**src/hdl/mm64_pkg.sv**
```systemverilog
package mm64_pkg;

    // port width of every factor, the modulus and the residue
    localparam int IO_WIDTH      = 64;
    // factors and modulus are taken in their low OPERAND_WIDTH bits (8..64, even)
    localparam int OPERAND_WIDTH = 64;
    localparam int HALF_WIDTH    = OPERAND_WIDTH / 2;
    localparam int PROD_WIDTH    = 2 * OPERAND_WIDTH;

    // four partial products of the half-width multiplier
    localparam int MUL_STEPS     = 4;
    localparam int MUL_CNT_W     = $clog2(MUL_STEPS + 1);

    // one reduction step per product bit
    localparam int RED_CNT_W     = $clog2(PROD_WIDTH);

    // weight of a partial product, in units of HALF_WIDTH bits
    typedef enum logic [1:0] {
        PP_POS_LOW  = 2'd0,
        PP_POS_MID  = 2'd1,
        PP_POS_HIGH = 2'd2
    } t_pp_pos;

    typedef enum logic [3:0] {
        S_IDLE = 4'b0001,
        S_MUL  = 4'b0010,
        S_RED  = 4'b0100,
        S_HOLD = 4'b1000
    } t_state;

    // handshake between the sequencer and one arithmetic unit
    typedef struct packed {
        logic start;
    } t_unit_ctl;

    typedef struct packed {
        logic busy;
        logic done;
    } t_unit_sts;

endpackage

```
**src/hdl/mm64_mul.sv**
```systemverilog
module mm64_mul import mm64_pkg::*; (
    input  logic                     i_clk,
    input  logic                     i_rst_n,
    input  t_unit_ctl                i_ctl,
    input  logic [OPERAND_WIDTH-1:0] i_a,
    input  logic [OPERAND_WIDTH-1:0] i_b,
    output t_unit_sts                o_sts,
    output logic [PROD_WIDTH-1:0]    o_product
);

    logic                     r_busy;
    logic [MUL_CNT_W-1:0]     r_cnt;
    logic [OPERAND_WIDTH-1:0] r_a;
    logic [OPERAND_WIDTH-1:0] r_b;
    logic [OPERAND_WIDTH-1:0] r_pp;
    t_pp_pos                  r_pp_pos;
    logic                     r_pp_vld;
    logic [PROD_WIDTH-1:0]    r_acc;

    logic [HALF_WIDTH-1:0]    a_half;
    logic [HALF_WIDTH-1:0]    b_half;
    logic [PROD_WIDTH-1:0]    pp_ext;
    logic [PROD_WIDTH-1:0]    pp_shifted;
    logic                     issue;
    logic                     done;

    // cnt bit 0 picks the half of a, bit 1 the half of b
    assign a_half = r_cnt[0] ? r_a[OPERAND_WIDTH-1:HALF_WIDTH] : r_a[HALF_WIDTH-1:0];
    assign b_half = r_cnt[1] ? r_b[OPERAND_WIDTH-1:HALF_WIDTH] : r_b[HALF_WIDTH-1:0];
    assign issue  = r_busy && (r_cnt < MUL_CNT_W'(MUL_STEPS));
    assign done   = r_busy && (r_cnt == MUL_CNT_W'(MUL_STEPS)) && !r_pp_vld;

    assign pp_ext = PROD_WIDTH'(r_pp);

    always_comb begin
        unique case (r_pp_pos)
            PP_POS_LOW:  pp_shifted = pp_ext;
            PP_POS_MID:  pp_shifted = pp_ext << HALF_WIDTH;
            PP_POS_HIGH: pp_shifted = pp_ext << OPERAND_WIDTH;
            default:     pp_shifted = '0;
        endcase
    end

    always_ff @(posedge i_clk) begin
        if (!i_rst_n) begin
            r_busy   <= 1'b0;
            r_cnt    <= '0;
            r_pp_vld <= 1'b0;
        end else if (i_ctl.start) begin
            r_busy   <= 1'b1;
            r_cnt    <= '0;
            r_pp_vld <= 1'b0;
        end else begin
            if (done) begin
                r_busy <= 1'b0;
            end
            if (issue) begin
                r_cnt <= r_cnt + MUL_CNT_W'(1);
            end
            r_pp_vld <= issue;
        end
    end

    always_ff @(posedge i_clk) begin
        if (i_ctl.start) begin
            r_a   <= i_a;
            r_b   <= i_b;
            r_acc <= '0;
        end else begin
            if (issue) begin
                r_pp     <= OPERAND_WIDTH'(a_half) * OPERAND_WIDTH'(b_half);
                r_pp_pos <= t_pp_pos'(2'(r_cnt[0]) + 2'(r_cnt[1]));
            end
            if (r_pp_vld) begin
                r_acc <= r_acc + pp_shifted;
            end
        end
    end

    assign o_sts.busy = r_busy;
    assign o_sts.done = done;
    assign o_product  = r_acc;

endmodule

```
**src/hdl/mm64_red.sv**
```systemverilog
module mm64_red import mm64_pkg::*; (
    input  logic                     i_clk,
    input  logic                     i_rst_n,
    input  t_unit_ctl                i_ctl,
    input  logic [PROD_WIDTH-1:0]    i_product,
    input  logic [OPERAND_WIDTH-1:0] i_modulus,
    output t_unit_sts                o_sts,
    output logic [OPERAND_WIDTH-1:0] o_rem
);

    logic                     r_busy;
    logic                     r_done;
    logic [RED_CNT_W-1:0]     r_cnt;
    logic [PROD_WIDTH-1:0]    r_prod;
    logic [OPERAND_WIDTH-1:0] r_rem;

    logic [OPERAND_WIDTH+1:0] diff;
    logic [OPERAND_WIDTH-1:0] n_rem;
    logic                     last;

    // shifted remainder with the carried-out top bit, less the modulus
    assign diff = {1'b0, r_rem, r_prod[PROD_WIDTH-1]} - (OPERAND_WIDTH+2)'(i_modulus);
    assign n_rem = diff[OPERAND_WIDTH+1] ? {r_rem[OPERAND_WIDTH-2:0], r_prod[PROD_WIDTH-1]}
                                         : diff[OPERAND_WIDTH-1:0];
    assign last  = (r_cnt == RED_CNT_W'(PROD_WIDTH - 1));

    always_ff @(posedge i_clk) begin
        if (!i_rst_n) begin
            r_busy <= 1'b0;
            r_done <= 1'b0;
            r_cnt  <= '0;
        end else if (i_ctl.start) begin
            r_busy <= 1'b1;
            r_done <= 1'b0;
            r_cnt  <= '0;
        end else begin
            r_done <= r_busy && last;
            if (r_busy) begin
                r_cnt <= r_cnt + RED_CNT_W'(1);
                if (last) begin
                    r_busy <= 1'b0;
                end
            end
        end
    end

    always_ff @(posedge i_clk) begin
        if (i_ctl.start) begin
            r_prod <= i_product;
            r_rem  <= '0;
        end else if (r_busy) begin
            r_prod <= r_prod << 1;
            r_rem  <= n_rem;
        end
    end

    assign o_sts.busy = r_busy;
    assign o_sts.done = r_done;
    assign o_rem      = r_rem;

endmodule

```
**src/hdl/modular_multiply_64_top.sv**
```systemverilog
// channel  | direction | handshake                  | payload
// ---------+-----------+----------------------------+--------------------------------
// input    | in        | i_in_valid / o_in_stall    | i_multiplicand, i_multiplier
// output   | out       | o_out_valid / i_out_stall  | o_residue
// config   | in        | i_cfg_valid / o_cfg_ready  | i_cfg_modulus
//
// one transaction passes from acceptance through the multiply, which runs one half-width
// partial product per cycle through a single multiplier, then through the reduction, one
// product bit per cycle through one shift-and-subtract unit, and then back to idle before
// the next acceptance; the residue is loaded into the output register as the sequencer
// returns to idle. synchronous active-low reset clears control state; the modulus
// resets to 1. o_in_stall is high while a transaction is in progress; the result
// waits in an output register, so the next transaction can start while it is not taken.
module modular_multiply_64_top import mm64_pkg::*; (
    input  logic                i_clk,
    input  logic                i_rst_n,
    input  logic                i_in_valid,
    output logic                o_in_stall,
    input  logic [IO_WIDTH-1:0] i_multiplicand,
    input  logic [IO_WIDTH-1:0] i_multiplier,
    output logic                o_out_valid,
    input  logic                i_out_stall,
    output logic [IO_WIDTH-1:0] o_residue,
    input  logic                i_cfg_valid,
    output logic                o_cfg_ready,
    input  logic [IO_WIDTH-1:0] i_cfg_modulus
);

    t_state                   r_state;
    t_state                   n_state;
    logic [OPERAND_WIDTH-1:0] r_modulus;
    logic                     r_out_vld;
    logic [OPERAND_WIDTH-1:0] r_residue;

    t_unit_ctl                mul_ctl;
    t_unit_sts                mul_sts;
    t_unit_ctl                red_ctl;
    t_unit_sts                red_sts;
    logic [PROD_WIDTH-1:0]    product;
    logic [OPERAND_WIDTH-1:0] rem;

    logic                     in_acc;
    logic                     out_free;
    logic                     load_out;

    assign in_acc   = i_in_valid && (r_state == S_IDLE);
    assign out_free = !r_out_vld || !i_out_stall;

    always_comb begin
        n_state       = r_state;
        mul_ctl.start = 1'b0;
        red_ctl.start = 1'b0;
        load_out      = 1'b0;
        unique case (r_state)
            S_IDLE: begin
                if (in_acc) begin
                    mul_ctl.start = 1'b1;
                    n_state       = S_MUL;
                end
            end
            S_MUL: begin
                if (mul_sts.done) begin
                    red_ctl.start = 1'b1;
                    n_state       = S_RED;
                end
            end
            S_RED: begin
                if (red_sts.done) begin
                    if (out_free) begin
                        load_out = 1'b1;
                        n_state  = S_IDLE;
                    end else begin
                        n_state  = S_HOLD;
                    end
                end
            end
            S_HOLD: begin
                if (out_free) begin
                    load_out = 1'b1;
                    n_state  = S_IDLE;
                end
            end
            default: n_state = S_IDLE;
        endcase
    end

    always_ff @(posedge i_clk) begin
        if (!i_rst_n) begin
            r_state   <= S_IDLE;
            r_modulus <= OPERAND_WIDTH'(1);
            r_out_vld <= 1'b0;
        end else begin
            r_state <= n_state;
            if (i_cfg_valid) begin
                r_modulus <= i_cfg_modulus[OPERAND_WIDTH-1:0];
            end
            if (load_out) begin
                r_out_vld <= 1'b1;
            end else if (!i_out_stall) begin
                r_out_vld <= 1'b0;
            end
        end
    end

    // a zero modulus gives a zero residue
    always_ff @(posedge i_clk) begin
        if (load_out) begin
            r_residue <= (r_modulus == '0) ? '0 : rem;
        end
    end

    mm64_mul u_mul (
        .i_clk     (i_clk),
        .i_rst_n   (i_rst_n),
        .i_ctl     (mul_ctl),
        .i_a       (i_multiplicand[OPERAND_WIDTH-1:0]),
        .i_b       (i_multiplier[OPERAND_WIDTH-1:0]),
        .o_sts     (mul_sts),
        .o_product (product)
    );

    mm64_red u_red (
        .i_clk     (i_clk),
        .i_rst_n   (i_rst_n),
        .i_ctl     (red_ctl),
        .i_product (product),
        .i_modulus (r_modulus),
        .o_sts     (red_sts),
        .o_rem     (rem)
    );

    assign o_in_stall  = !(r_state == S_IDLE) || mul_sts.busy || red_sts.busy;
    assign o_out_valid = r_out_vld;
    assign o_residue   = IO_WIDTH'(r_residue);
    assign o_cfg_ready = 1'b1;

endmodule

```
**config.mk**
```make
export PLATFORM = sky130hd
export DESIGN_NAME = modular_multiply_64_top
export DESIGN_NICKNAME = d
export VERILOG_FILES = /design/src/hdl/mm64_pkg.sv /design/src/hdl/mm64_mul.sv /design/src/hdl/mm64_red.sv /design/src/hdl/modular_multiply_64_top.sv
export SDC_FILE = /design/constraint.sdc
export NUM_CORES = 2
export LEC_CHECK = 0
export ABC_AREA = 1
export BUFFER_PORTS_ARGS = -buffer_cell sky130_fd_sc_hd__buf_2
export CORE_MARGIN = 5
export CORE_UTILIZATION = 35
export CTS_BUF_LIST = sky130_fd_sc_hd__clkbuf_8 sky130_fd_sc_hd__clkbuf_16
export CTS_CLUSTER_SIZE = 14
export DETAILED_ROUTE_END_ITERATION = 7
export PLACE_DENSITY = 0.6
export SLEW_MARGIN = 20
export SYNTH_ARGS = -nofsm -noshare
export SYNTH_HDL_FRONTEND = slang
export SYNTH_HIERARCHICAL = 1
export SYNTH_SLANG_ARGS = --single-unit
```
**constraint.sdc**
```tcl
create_clock -name i_clk -period 11.4 [get_ports i_clk]
set_input_delay 2.28 -clock i_clk [delete_from_list [all_inputs] [get_ports i_clk]]
set_output_delay 2.28 -clock i_clk [all_outputs]
set_load 0.03 [all_outputs]
```
==> out/results.tsv <==
metric	value	unit
fin_worst_skew	0.0662	ns
finalSetupViolations	0	
grtUsageTotal	25.8	%
yosys.area_share.xor_xnor	1.65	%
hold_path_depth	1	
synthMuxAreaShare	0	%
gp_congestion	1.03	
yosysWarnings	6	
period_share	84.8	%
cts_sinks	661	
syn_avg_cell_area	7.02	um2
clkLatencyLatePin	0.76	ns
final_common_cell	nand2_1	
r2r-end	u_mul/r_pp[37]	
ys_types	56	
routed_wl	311000	um
synth_top_family_by_area	adder cells	
viasPerCell	4.95	
slew_headroom	17.1	%
grt_setup_unrepaired	false	
dp_hpwl	256000	um
grt_max_degree	79	
fillers	24300	
required	11.86	ns
clock_path_buffers	3	
cp-end-kind	flop	
wl_per_cell	21.3	um
start_util	35.2	%
drive_above_1_share	7.34	%
critPathMaxFanout	34	
min_to	u_red/r_cnt[4]	
ys.flop_type	edfxtp_1	
hold_start	u_red/r_cnt[4]	
critPathArrivalTime	10.13	ns
antenna_found_initial	17	
drc	0	
synth-compound-area-share	5.06	%
max_cap_viol_count	0	
status	finished, final reports clean	
worst_slack	1.73	ns
vias	72400	
grt_pass1_wl	459000	um
worstReg2RegStart	u_mul/r_cnt[1]	
place_ws	1.91	ns
ios	264	
syn-instance-count	11400	
crit_start	u_mul/r_cnt[1]	
synthAdderAreaFrac	29.6	%
netlist_area	0.0801	mm2
postSynth.asyncResetShare	0	%
min_period	9.67	ns
ant_nets	0	
syn2layout_area_growth	9.21	%
critical_path_class	reg2reg	
num_rows	175	
hold_violations	0	
start_kind	flop	
slew_viol_final	0	
reg2reg_depth	27	
cts_root_buf	clkbuf_16	
synth-seq-cells	661	
cts.clk_slew.worst_paths	0.06	ns
hold_path_class	reg2reg	
rrSetupSlack	1.73	ns
die_area	0.239	mm2
ys_seq_area_share	21.3	%
mostFrequentLayoutCells	3288 x nand2_1, 2600 x inv_1, 1552 x nor2_1	
drtIter0Drc	7163	
ctsHoldBuffers	0	
portBuffers	262	
numCtsBuffers	83	
synth-simple-area-share	28.0	%
cts_resized	0	
synth_edf_count	386	
first_global_vias	70300	
die_y	488	um
syn_nets	13000	
drt_pre_antenna_iters	8	
tightestPinTransition	1.24	ns
overflow	0	
fin_tns_setup	0	ns
cts_tree	built	
cts_setup_buffers	0	
fmax	103	MHz
die_w	488	um
htree_num_levels	3	
core	0.227	mm2
nets	13100	
metrics by stage:
step	hold WS [ns]	util (%)	cells	instance area (um2)
after global routing	0.498	38.5	14600	87500
after CTS	0.480	38.4	14600	87500
after global placement	0.464	37.2	14500	84600
final	0.477	38.5	14600	87500
after floorplan	0.443	-	11400	80100
after detailed placement	0.471	37.2	14500	84600
logic make-up (layout without fill, tap and decap cells):
logic type	count (synthesis)	in the layout
XOR/XNOR	151	151
flip-flops	661	661
adder cells (fa/ha/maj)	1355	1355
AO/OA/AOI/OAI	733	733
buffers and inverters	2973	3163
other	1	6
AND/OR/NAND/NOR	5539	5539
sequential cells by signal, indices dropped and copies added, names as in the netlist, 64 cells and up:
signal	count
u_mul/o_product	128
u_red/r_prod	128
u_red/o_rem	64
u_mul/r_pp	64
u_mul/r_b	64
o_residue	64
r_modulus	64
u_mul/r_a	64
cell usage after synthesis, drive strengths merged (2+ instances only):
cell    count  area, um2
clkbuf    172        666
a31oi      19        119
o22ai      64        400
clkinv     13       48.8
fa        898      18000
nor2     1628       6350
a21boi      4       30.0
nand2    3343      12700
nor3       52        332
o21a       10       75.1
and3        2       12.5
or2        64        400
inv      2634       9890
nand3     344       1880
dfxtp     275       5510
buf       153        916
edfxtp    386      11600
xnor2      50        438
xor2      101        885
o21ai     292       1530
nand3b     45        338
nand4      48        300
and2        2       15.0
ha        457       5720
a211oi      2       15.0
o21bai     20        154
a21oi     288       1480
nor4       10       83.8
a21o       20        150
o211ai     12       90.1
worst max path at each step:
stage                          end  slack (ns)  cells after the start
floorplan            u_mul/r_pp[0]        1.34                      6
global placement    u_mul/r_pp[49]        1.74                     24
detailed placement  u_mul/r_pp[37]        1.91                     27
CTS                 u_mul/r_pp[37]        1.82                     27
global route        u_mul/r_pp[37]        1.42                     27
finish              u_mul/r_pp[37]        1.73                     27
metal layers:
layer / vias to the layer above / global-route usage (%) / part of all wire, %
met2: 3106 / 38.7 / 42
li1: 34100 / - / -
met4: 4 / 9.05 / 4.2
met5: - / 0 / 0.0087
met3: 561 / 5.65 / 9.5
met1: 34700 / 36.6 / 44
worst max-delay path, cell delays in order (launching register included):
cell	delay, ns
dfxtp_2	0.65
inv_2	0.42
or2_2	0.41
o21ai_2	0.06
buf_4	0.38
inv_1	0.51
nand2_1	0.24
fa_1	0.46
fa_1	0.54
fa_1	0.53
fa_1	0.53
inv_1	0.07
fa_1	0.51
fa_1	0.52
fa_1	0.54
inv_1	0.07
fa_1	0.53
inv_1	0.05
ha_1	0.45
nand2_1	0.15
nor2_1	0.12
inv_1	0.07
nor2_1	0.13
inv_1	0.14
nor3_1	0.57
nand2_1	0.11
nand2_1	0.13
xor2_1	0.42
layout make-up:
type,count,area [um2],area share [%]
diodes,5,12.5,0.0143
well taps,3009,3760,4.30
clock buffers,94,2250,2.57
multi-input cells,7779,51700,59.1
clock inverters,61,649,0.742
repair buffers,361,2070,2.36
inverters,2647,9940,11.4
flip-flops and latches,661,17100,19.5
Power is not shown: default switching activity piles up to over one toggle a cycle in this logic, so the estimate is an artifact.
